`src/tlg_pkg.sv`:
```
// ----------------------------------------------------------------------------
// tlg_pkg
// Shared types and constants of the toroidal Life generation engine.
// ----------------------------------------------------------------------------
`default_nettype none

package tlg_pkg;

  localparam int ACT_W   = 2;
  localparam int COORD_W = 6;
  localparam int CFG_W   = 7;
  localparam int CFG_IDX_W = 1;
  localparam int NB_W    = 4;

  localparam logic [ACT_W-1:0] ACT_WRITE   = 2'd0;
  localparam logic [ACT_W-1:0] ACT_READ    = 2'd1;
  localparam logic [ACT_W-1:0] ACT_ADVANCE = 2'd2;

  localparam logic [CFG_IDX_W-1:0] REG_GRID_WIDTH  = 1'd0;
  localparam logic [CFG_IDX_W-1:0] REG_GRID_HEIGHT = 1'd1;

  localparam logic [CFG_W-1:0] GRID_SIZE_RESET = 7'd64;
  localparam int               GRID_SIZE_MIN   = 3;

  localparam logic [NB_W-1:0] BIRTH_COUNT   = 4'd3;
  localparam logic [NB_W-1:0] SURVIVE_COUNT = 4'd2;

  typedef enum logic [2:0] {
    ST_IDLE,
    ST_DISPATCH,
    ST_CELL_DATA,
    ST_ADV_PRE1,
    ST_ADV_PRE2,
    ST_ADV_ROW
  } ctrl_state_t;

  typedef enum logic [2:0] {
    RSEL_CELL,
    RSEL_LAST,
    RSEL_FIRST,
    RSEL_SECOND,
    RSEL_AHEAD
  } rd_sel_t;

  typedef struct packed {
    logic    capture;
    logic    rd_en;
    rd_sel_t rd_sel;
    logic    load_prev;
    logic    load_cur;
    logic    row_step;
    logic    cell_wr;
    logic    resp;
  } tlg_cmd_t;

  typedef struct packed {
    logic is_write;
    logic is_adv;
    logic reject;
    logic last_row;
    logic more_rd;
  } tlg_stat_t;

endpackage

`default_nettype wire

```
`src/tlg_ctrl.sv`:
```
// ----------------------------------------------------------------------------
// tlg_ctrl
// Sequencer for cell access and row-by-row generation sweeps.
// ----------------------------------------------------------------------------
`default_nettype none

module tlg_ctrl
  import tlg_pkg::*;
(
  input  wire logic      clk,
  input  wire logic      rst_n,
  input  wire logic      start,
  output logic           busy,
  input  wire tlg_stat_t stat_i,
  output tlg_cmd_t       cmd_o
);

  ctrl_state_t state_r, state_nxt;

  always_ff @(posedge clk) begin
    if (!rst_n) begin
      state_r <= ST_IDLE;
    end else begin
      state_r <= state_nxt;
    end
  end

  always_comb begin
    state_nxt = state_r;
    unique case (state_r)
      ST_IDLE: begin
        if (start) state_nxt = ST_DISPATCH;
      end
      ST_DISPATCH: begin
        if (stat_i.reject) state_nxt = ST_IDLE;
        else if (stat_i.is_adv) state_nxt = ST_ADV_PRE1;
        else state_nxt = ST_CELL_DATA;
      end
      ST_CELL_DATA: state_nxt = ST_IDLE;
      ST_ADV_PRE1:  state_nxt = ST_ADV_PRE2;
      ST_ADV_PRE2:  state_nxt = ST_ADV_ROW;
      ST_ADV_ROW: begin
        if (stat_i.last_row) state_nxt = ST_IDLE;
      end
      default: state_nxt = ST_IDLE;
    endcase
  end

  always_comb begin
    cmd_o = '{capture: 1'b0, rd_en: 1'b0, rd_sel: RSEL_CELL, load_prev: 1'b0,
              load_cur: 1'b0, row_step: 1'b0, cell_wr: 1'b0, resp: 1'b0};
    unique case (state_r)
      ST_IDLE: cmd_o.capture = start;
      ST_DISPATCH: begin
        if (stat_i.reject) begin
          cmd_o.resp = 1'b1;
        end else if (stat_i.is_adv) begin
          cmd_o.rd_en  = 1'b1;
          cmd_o.rd_sel = RSEL_LAST;
        end else begin
          cmd_o.rd_en  = 1'b1;
          cmd_o.rd_sel = RSEL_CELL;
        end
      end
      ST_CELL_DATA: begin
        cmd_o.cell_wr = stat_i.is_write;
        cmd_o.resp    = 1'b1;
      end
      ST_ADV_PRE1: begin
        cmd_o.rd_en     = 1'b1;
        cmd_o.rd_sel    = RSEL_FIRST;
        cmd_o.load_prev = 1'b1;
      end
      ST_ADV_PRE2: begin
        cmd_o.rd_en    = 1'b1;
        cmd_o.rd_sel   = RSEL_SECOND;
        cmd_o.load_cur = 1'b1;
      end
      ST_ADV_ROW: begin
        cmd_o.row_step = 1'b1;
        cmd_o.rd_en    = stat_i.more_rd;
        cmd_o.rd_sel   = RSEL_AHEAD;
        cmd_o.resp     = stat_i.last_row;
      end
      default: ;
    endcase
  end

  assign busy = (state_r != ST_IDLE);

  a_accept_dispatch: assert property (@(posedge clk) disable iff (!rst_n)
    (start && !busy) |=> (state_r == ST_DISPATCH))
    else $error("accepted word did not reach dispatch");

  a_sweep_ends: assert property (@(posedge clk) disable iff (!rst_n)
    (cmd_o.row_step && stat_i.last_row) |=> (state_r == ST_IDLE))
    else $error("generation sweep ran past last row");

  a_resp_place: assert property (@(posedge clk) disable iff (!rst_n)
    cmd_o.resp |-> (state_r == ST_DISPATCH || state_r == ST_CELL_DATA ||
                    state_r == ST_ADV_ROW))
    else $error("response issued from wrong state");

  a_cell_wr_after_rd: assert property (@(posedge clk) disable iff (!rst_n)
    cmd_o.cell_wr |-> $past(cmd_o.rd_en))
    else $error("cell write without preceding row read");

endmodule

`default_nettype wire

```
`config.mk`:
```
export PLATFORM = sky130hd
export DESIGN_NAME = tlg_ctrl
export DESIGN_NICKNAME = d
export VERILOG_FILES = /design/src/tlg_pkg.sv /design/src/tlg_ctrl.sv
export SDC_FILE = /design/constraint.sdc
export NUM_CORES = 1
export LEC_CHECK = 0
export ABC_AREA = 1
export BUFFER_PORTS_ARGS = -buffer_cell sky130_fd_sc_hd__buf_2
export CELL_PAD_IN_SITES_DETAIL_PLACEMENT = 1
export CELL_PAD_IN_SITES_GLOBAL_PLACEMENT = 1
export CORE_AREA = 2 2 39 41
export DETAILED_ROUTE_END_ITERATION = 6
export DIE_AREA = 0 0 41 43
export PLACE_DENSITY_LB_ADDON = 0.12
export SKIP_LAST_GASP = 1
export SLEW_MARGIN = 20
export SYNTH_ARGS = -nofsm -noshare
export SYNTH_HDL_FRONTEND = slang
export SYNTH_SLANG_ARGS = --single-unit
export TNS_END_PERCENT = 1
```
`constraint.sdc`:
```
create_clock -name clk -period 1.3 [get_ports clk]
set_input_delay 0.065 -clock clk [delete_from_list [all_inputs] [get_ports clk]]
set_output_delay 0.065 -clock clk [all_outputs]
set_load 0.01 [all_outputs]
```
==> results of run 1 <==
[stage by stage]
| stage | power (uW) | std cells |
|---|---|---|
| floorplan | 160 | 42 |
| global placement | 199 | 75 |
| detailed placement | 197 | 75 |
| CTS | 368 | 79 |
| global route | 394 | 80 |
| finish | 364 | 80 |
[synthesized netlist by cell type (all sizes together)]
master,number
inv,12
nand4,2
o21ai,2
nand2,7
buf,1
dfxtp,3
o211ai,1
nand3,4
nor2,7
nor3,2
a21oi,1
[worst max-delay path, stage by stage, from the launching register on]
cell and delay [ps]:
dfxtp_4 360, inv_4 60, nor3_4 190, nand2_1 70
o211ai_1 80, buf_2 150
[what timing repair did]
item	in CTS	in global routing
setup buffers	0	1
pin swaps	0	1
cloned	0	0
resized for setup	1	8
endpoints found under the hold margin	0	0
hold buffers	0	0
setup endpoints to repair	3	3
[power by group through the flow]
stage | logic [uW] | clock network, uW | registers [uW]
3_3_place_gp | 89.1 | 0 | 109
4_1_cts | 88.9 | 172 | 108
2_1_floorplan | 53.4 | 0 | 107
6_report | 95.4 | 160 | 109
3_5_place_dp | 87.9 | 0 | 109
5_1_grt | 110 | 174 | 110
[layout make-up]
class / count / share of cell area
multi-input cells: 26 / 0.358
repair buffers: 19 / 0.241
flip-flops and latches: 3 / 0.170
inverters: 12 / 0.117
clock buffers: 4 / 0.0648
well taps: 16 / 0.0494
[metal layers]
layer	track usage	up-vias
li1	-	175
met1	0.112	146
met2	0.169	11
met3	0.0157	0
met4	0.0800	0
met5	0	-
[final timing paths]
check / startpoint / depth (start not counted) / to
max: state_r[2] / 5 / cmd_o[0]
min: rst_n / 3 / state_r[0]
max reg2reg: state_r[1] / 5 / state_r[0]
min reg2reg: state_r[0] / 2 / state_r[1]
[cells by family after synthesis]
kind of cell	count (synthesis)	synth area share
AO/OA/AOI/OAI	4	0.106
AND/OR/NAND/NOR	22	0.439
buffers and inverters	13	0.212
flip-flops	3	0.242
==> impl_metrics.py, run 1 <==
metrics = {
    "critical_path": {
        "crit_arrival_ps": 1140,
        "r2r_slack_ps": 340,
        "cp-end-kind": "primary output",
        "cp_data_required_time_ps": 1240,
        "worstPathMaxFanout": 7,
        "crit_type": "register to primary output",
        "worst_setup_path_start_kind": "register",
    },
    "finish": {
        "layout.nets": 73,
        "stdcell_area_um2": 405,
        "final_cell_mix": "buf_2, inv_1, nand2_1, nor2_1",
        "fillers": 201,
        "final_common_cell": "buf_2",
        "reg_top3": "state_r (3)",
        "final_core_util": 0.293,
        "drive_gt1_frac": 0.500,
        "antennaDiodeCount": 0,
        "syn2layout_area_growth_pct": 63.6,
        "seqCellArea_um2": 68.8,
        "multi_input_area_um2": 145,
        "largest_reg_flops": 3,
        "top_register": "state_r",
    },
    "floorplan": {
        "die_h_um": 43,
        "fp.dieW_um": 41,
        "initial_core_util": 0.179,
        "placeableCoreArea_um2": 1380,
        "placementRows": 14,
        "die_area_um2": 1760,
        "design.portCount": 19,
    },
    "cts": {
        "cts_max_path_buffers": 2,
        "root_buffer": "clkbuf_4",
        "cts_tree": "yes",
        "numCtsBuffers": 3,
        "htree_num_levels": 1,
        "cts.sinks": 3,
        "clk_pin_slew_ps": 40,
        "clk_latency_ps": 230,
    },
    "place": {
        "dpl.hpwl_um": 633,
        "dp_slack_ps": 186,
        "place.gp.congestion": 0.660,
        "portBuffers": 18,
        "dpl-instance-area_um2": 350,
    },
    "run_status": {
        "status": "complete, no violations",
    },
    "sta": {
        "setup_violations": 0,
        "slew-limit-headroom": 0.882,
        "hold_slack_ps": 86.5,
        "worstMarginPinSlew_ps": 176,
        "max_freq_mhz": 833,
        "setup_ws_ps": 99.8,
        "slew_violations": 0,
        "hold_viol_final": 0,
        "finalCritPeriodShare": 0.923,
        "clock-skew-final_ps": 2.45,
        "rsz0062_at_grt": "true",
        "min_period_ps": 1200,
        "fin_tns_setup_ps": 0,
    },
    "yosys": {
        "synth_fp_nets": 50,
        "ys_seq_area_frac": 0.242,
        "synth_top_area_frac": 0.242,
        "synth_cell_types": 14,
        "yosys-top-cells-area": "dfxtp_1, inv_1, nand2_1",
        "ys_warn_count": 0,
        "avgSynthCellArea_um2": 5.90,
        "synth_cells": 42,
        "yosysTopAreaCell": "dfxtp_1",
        "synthesis.area_um2": 248,
        "ys_seq_elements": 3,
    },
    "drt": {
        "firstDrtPassIters": 2,
        "met3_length_um": 54,
        "vias": 332,
        "top_layer": "met3",
        "met2WireLength_um": 396,
        "wl_per_cell_um": 9.51,
        "drt_iter0_drc": 2,
        "drc": 0,
        "wl_met1_um": 311,
        "postRouteAntennaNets": 0,
        "via_per_inst": 4.15,
        "drt_wl_total_um": 761,
    },
    "power_and_ir_drop": {
        "peakVddDrop_mv": 0.407,
        "pwr-share-clk": 0.439,
        "swShare": 0.299,
        "p_leak_uw": 0.000247,
        "power_density_nw_per_um2": 898,
        "power_switching_uw": 109,
        "combPwrFrac": 0.262,
        "p_int_uw": 255,
        "pwr-share-seq": 0.299,
    },
    "global_routing": {
        "overflow": 0,
        "antenna_found_initial": 0,
        "grt_pass1_vias": 323,
        "grt_max_degree": 8,
        "grt_pass1_wl_um": 1240,
        "grt_usage": 0.104,
    },
    "flow_run": {
        "maxCapViolations": 0,
    },
    "hold_path": {
        "hp-class": "primary input to register",
    },
}
Note: power is estimated with default switching activity, not from simulation.
==> run 2, diff against run 1 <==
- RECOVER_POWER: default -> 50
==> run 2 against run 1 <==
  * Worst hold slack hardly changed
  * Sequential power about the same
  * Cell count unchanged
  * First-iteration DRC count grew 100%
  * Critical path type unchanged
  * Wire length up 0.39%
  * Non-clock buffer count is the same
  * Count of clock-buffer cells in the layout stayed put
  * Combinational power is 1% lower
  * Via count stayed put
  * Critical path depth stayed put
  * Highest routed layer unchanged
  * Utilization fell by 0.18 points
==> impl_metrics.py, run 2 (synthesis results as in run 1) <==
metrics = {
    "critical_path": {
        "worst_setup_path_start_kind": "register",
        "critPathSlowestCell": "dfxtp_4",
        "crit_family": "flip-flops",
        "startpoint": "state_r[2]",
        "r2r_cells": 5,
        "cp-end-kind": "primary output",
        "crit_arrival_ps": 1140,
        "cp_data_required_time_ps": 1240,
        "worst_path_largest_cell_delay_ps": 360,
        "worstPathMaxFanout": 7,
        "reg2reg_from": "state_r[1]",
        "path_cells": "inv_4 > nor3_4 > nand2_1 > o211ai_1 > buf_2",
        "crit_buf_inv": 2,
        "r2r_slack_ps": 340,
        "crit_type": "register to primary output",
        "r2r_end": "state_r[0]",
    },
    "cts": {
        "clk_latency_ps": 230,
        "root_buffer": "clkbuf_4",
        "numCtsBuffers": 3,
        "cts_tree": "yes",
        "cts_max_path_buffers": 2,
        "htree_num_levels": 1,
        "cts.sinks": 3,
        "clk_pin_slew_ps": 40,
        "holdBufCountCts": 0,
    },
    "drt": {
        "via_per_inst": 4.15,
        "vias": 332,
        "drt_wl_total_um": 764,
        "firstDrtPassIters": 2,
        "drc": 0,
        "wl_per_cell_um": 9.55,
        "drt_iter0_drc": 4,
        "postRouteAntennaNets": 0,
    },
    "sta": {
        "slew-limit-headroom": 0.882,
        "setup_violations": 0,
        "finalCritPeriodShare": 0.923,
        "rsz0062_at_grt": "true",
        "slew_violations": 0,
        "worstMarginPinSlew_ps": 176,
        "clock-skew-final_ps": 2.45,
        "max_freq_mhz": 833,
        "hold_viol_final": 0,
        "min_period_ps": 1200,
        "hold_slack_ps": 86.5,
    },
    "power_and_ir_drop": {
        "power_density_nw_per_um2": 900,
        "total_power_uw": 363,
        "p_leak_uw": 0.000240,
        "peakVddDrop_mv": 0.406,
    },
    "floorplan": {
        "fp.dieW_um": 41,
        "initial_core_util": 0.179,
        "die_h_um": 43,
        "die_area_um2": 1760,
        "placeableCoreArea_um2": 1380,
        "design.portCount": 19,
        "placementRows": 14,
    },
    "hold_path": {
        "whs_endpoint": "state_r[0]",
        "holdPathStages": 3,
        "hp-class": "primary input to register",
        "worstHoldStart": "rst_n",
    },
    "place": {
        "dpl.hpwl_um": 633,
        "place_inst": 75,
        "place.gp.congestion": 0.660,
        "portBuffers": 18,
    },
    "global_routing": {
        "grt_pass1_wl_um": 1240,
        "grt_usage": 0.104,
        "grt_pass1_vias": 323,
        "grt_max_degree": 8,
        "overflow": 0,
        "antenna_found_initial": 0,
    },
    "finish": {
        "antennaDiodeCount": 0,
        "final_common_cell": "buf_2",
        "syn2layout_area_growth_pct": 62.6,
        "largest_reg_flops": 3,
        "drive_gt1_frac": 0.469,
        "top_register": "state_r",
        "final_cell_mix": "buf_2, inv_1, nand2_1, nor2_1",
        "layout.cells.non_filler": 80,
        "reg_top3": "state_r (3)",
        "layout.nets": 73,
    },
    "run_status": {
        "status": "complete, no violations",
    },
    "flow_run": {
        "maxCapViolations": 0,
    },
}
## run 2: changes by cell type in the layout (fill, tap and decap cells not counted)
cell      before  now
clkbuf_1       1    3
buf_2         18   16
## run 2: report_power, final
group	total (uW)	switching [uW]	internal [uW]
registers	109	11.3	97.4
clock network	160	45.0	115
logic	94.2	52.6	41.5
total	363	109	254
## run 2: worst reg2reg max path: stages, from the launching register on
cell	delay (ps)
dfxtp_2	410
inv_1	110
nand4_1	130
nand2_1	60
nor2_1	90
nor2_1	40
## run 2: how the worst max path moves through the flow
stage,end,slack (ps),depth (start not counted)
after floorplan,cmd_o[0],330,4
after global placement,cmd_o[5],140,4
after detailed placement,cmd_o[5],190,4
after CTS,cmd_o[0],-60,5
after global routing,cmd_o[0],-0.2,5
final,cmd_o[0],100,5
## run 2: final cells by class
cell class / count / area, um2
inverters: 12 / 47.5
well taps: 16 / 20.0
fillers: 202 / 981
repair buffers: 19 / 95.1
multi-input cells: 26 / 145
flip-flops and latches: 3 / 68.8
clock buffers: 4 / 26.3
## run 2: routing by layer
| layer | GRT usage | routed length (um) |
|---|---|---|
| met5 | 0 | 0 |
| met4 | 0.0800 | 0 |
| met3 | 0.0157 | 53 |
| met2 | 0.169 | 395 |
| met1 | 0.112 | 315 |
## run 2: through the flow
| stage | TNS, ps | util | cell area, um2 | worst slack [ps] |
|---|---|---|---|---|
| after floorplan | 0 | - | 248 | 329 |
| after global placement | 0 | 0.253 | 350 | 139 |
| after detailed placement | 0 | 0.253 | 350 | 186 |
| after CTS | -82.8 | 0.272 | 377 | -62.6 |
| after global routing | -0.210 | 0.291 | 403 | -0.210 |
| final | 0 | 0.291 | 403 | 99.8 |
## run 2: timing repair
action                     4_1_cts  5_1_grt
pin swaps                        0        1
setup buffers                    0        1
hold endpoints to repair         0        0
gates resized for setup          1        8
setup endpoints to repair        3        3
==> run 3, diff against run 2 <==
- CORE_AREA: 2 2 39 41 -> default
- CORE_MARGIN: default -> 2
- CORE_UTILIZATION: default -> 19
- DIE_AREA: 0 0 41 43 -> default
- clock period: 1.3 -> 1.1 ns (I/O delays scaled with it)
==> run 3 against run 2 <==
  * The run now ends with negative setup slack left
  * Critical path depth unchanged
  * Non-clock buffer count increased by 2
  * Die area decreased by 8.7%
  * Final area increased by 4.7%
  * Total power increased by 18%
  * Critical path type unchanged
  * Utilization increased by 4.6 points
  * Flip-flop and latch count unchanged
  * Largest power group unchanged
  * First-iteration DRC count decreased by 50%
  * Sequential share of layout area decreased by 0.76 points
  * Via count decreased by 1.2%
==> impl_metrics.py, run 3 (synthesis results as in run 1) <==
metrics = {
    "drt": {
        "drc": 0,
        "drt_iter0_drc": 2,
        "postRouteAntennaNets": 0,
        "via_per_inst": 4.05,
        "drt_wl_total_um": 738,
        "vias": 328,
        "wl_per_cell_um": 9.11,
        "firstDrtPassIters": 3,
    },
    "global_routing": {
        "use_met3": 0.0333,
        "gr-usage-met2": 0.206,
        "grt_use_met1": 0.148,
        "grt_pass1_wl_um": 1360,
        "antenna_found_initial": 0,
        "overflow": 0,
        "grt.busiest_layer": "met2",
        "grt_max_degree": 8,
        "grt_usage": 0.131,
        "grt_pass1_vias": 337,
    },
    "sta": {
        "slew_violations": 0,
        "worstMarginPinSlew_ps": 162,
        "setup_ws_ps": -68.4,
        "clock-skew-final_ps": 0.936,
        "fin_tns_setup_ps": -208,
        "hold_viol_final": 0,
        "setup_violations": 4,
        "slew-limit-headroom": 0.891,
        "finalCritPeriodShare": 1.06,
        "rsz0062_at_grt": "true",
        "min_period_ps": 1170,
        "max_freq_mhz": 856,
    },
    "critical_path": {
        "crit_arrival_ps": 1110,
        "worstPathMaxFanout": 6,
        "reg2reg_from": "state_r[2]",
        "cp_data_required_time_ps": 1040,
        "startpoint": "state_r[0]",
        "cp-end-kind": "primary output",
        "worst_setup_path_start_kind": "register",
        "crit_type": "register to primary output",
    },
    "floorplan": {
        "initial_core_util": 0.198,
        "placementRows": 13,
        "fp.dieW_um": 40.1,
        "design.portCount": 19,
        "placeableCoreArea_um2": 1250,
        "die_area_um2": 1610,
        "die_h_um": 40.1,
    },
    "finish": {
        "drive_gt1_frac": 0.545,
        "final_cell_mix": "buf_2, inv_1, nand2_1, nor2_1",
        "reg_top3": "state_r (3)",
        "layout.nets": 75,
        "final_core_util": 0.337,
        "largest_reg_flops": 3,
        "syn2layout_area_growth_pct": 70.2,
        "antennaDiodeCount": 0,
        "final_common_cell": "buf_2",
        "top_register": "state_r",
    },
    "hold_path": {
        "worstHoldStart": "rst_n",
        "hp-class": "primary input to register",
    },
    "flow_run": {
        "maxCapViolations": 0,
    },
    "cts": {
        "cts.sinks": 3,
        "cts_tree": "yes",
        "clk_pin_slew_ps": 40,
        "htree_num_levels": 1,
        "cts_max_path_buffers": 2,
        "numCtsBuffers": 3,
        "clk_latency_ps": 230,
        "root_buffer": "clkbuf_4",
    },
    "power_and_ir_drop": {
        "p_int_uw": 300,
        "peakVddDrop_mv": 0.565,
        "pwr-share-clk": 0.442,
        "swShare": 0.302,
        "power_switching_uw": 130,
        "p_leak_uw": 0.000257,
        "pwr-share-seq": 0.303,
        "power_density_nw_per_um2": 1020,
        "combPwrFrac": 0.255,
    },
    "place": {
        "place.gp.congestion": 0.690,
        "dpl.hpwl_um": 652,
        "portBuffers": 18,
    },
    "run_status": {
        "failed_checks": "negative setup slack",
        "status": "finished with violations",
    },
}
==> run 3: metrics by stage <==
| step | cells | hold WS, ps | power, uW | area, um2 | worst slack (ps) |
|---|---|---|---|---|---|
| finish | 81 | 78.2 | 430 | 422 | -68.4 |
| global route | 81 | 101 | 470 | 422 | -188 |
| CTS | 81 | 71.9 | 444 | 422 | -91.7 |
| detailed placement | 76 | 328 | 235 | 364 | 28.3 |
| global placement | 76 | 322 | 236 | 364 | 19.3 |
| floorplan | 42 | 195 | 190 | 248 | 139 |
==> run 3: layout make-up <==
class	count	area, um2
multi-input cells	26	148
clock buffers	4	26.3
inverters	12	47.5
repair buffers	21	113
well taps	15	18.8
fillers	173	831
flip-flops and latches	3	68.8
==> run 3: layer usage <==
layer	vias up	part of all wire
met4	0	0
met2	10	0.54
met3	0	0.057
met5	-	0
li1	177	-
met1	141	0.40
==> run 3: power groups by stage <==
stage          Combinational [uW]  Sequential, uW  Clock (uW)
3_5_place_dp                  106             128           0
2_1_floorplan                63.1             127           0
3_3_place_gp                  107             129           0
4_1_cts                       113             130         202
5_1_grt                       129             132         209
6_report                      110             130         190
==> run 3: what timing repair did <==
action	in CTS	in global routing
endpoints found under the setup margin	10	8
pin swaps	1	0
gates resized for setup	11	0
hold buffers	0	0
buffers inserted	1	0
==> run 3: path summary, 6_finish.rpt <==
| path | to | slack, ps | cells past startpoint |
|---|---|---|---|
| worst max-delay path | cmd_o[0] | -70 | 5 |
| worst min register to register | state_r[1] | 580 | 2 |
| worst max register to register | state_r[0] | 190 | 5 |
| worst min-delay path | state_r[0] | 80 | 3 |
==> run 3: critical path: stages (launching register included) <==
cell,delay [ps]
dfxtp_4,380
inv_2,60
nor3_4,140
nand2_1,70
o211ai_1,80
buf_2,150
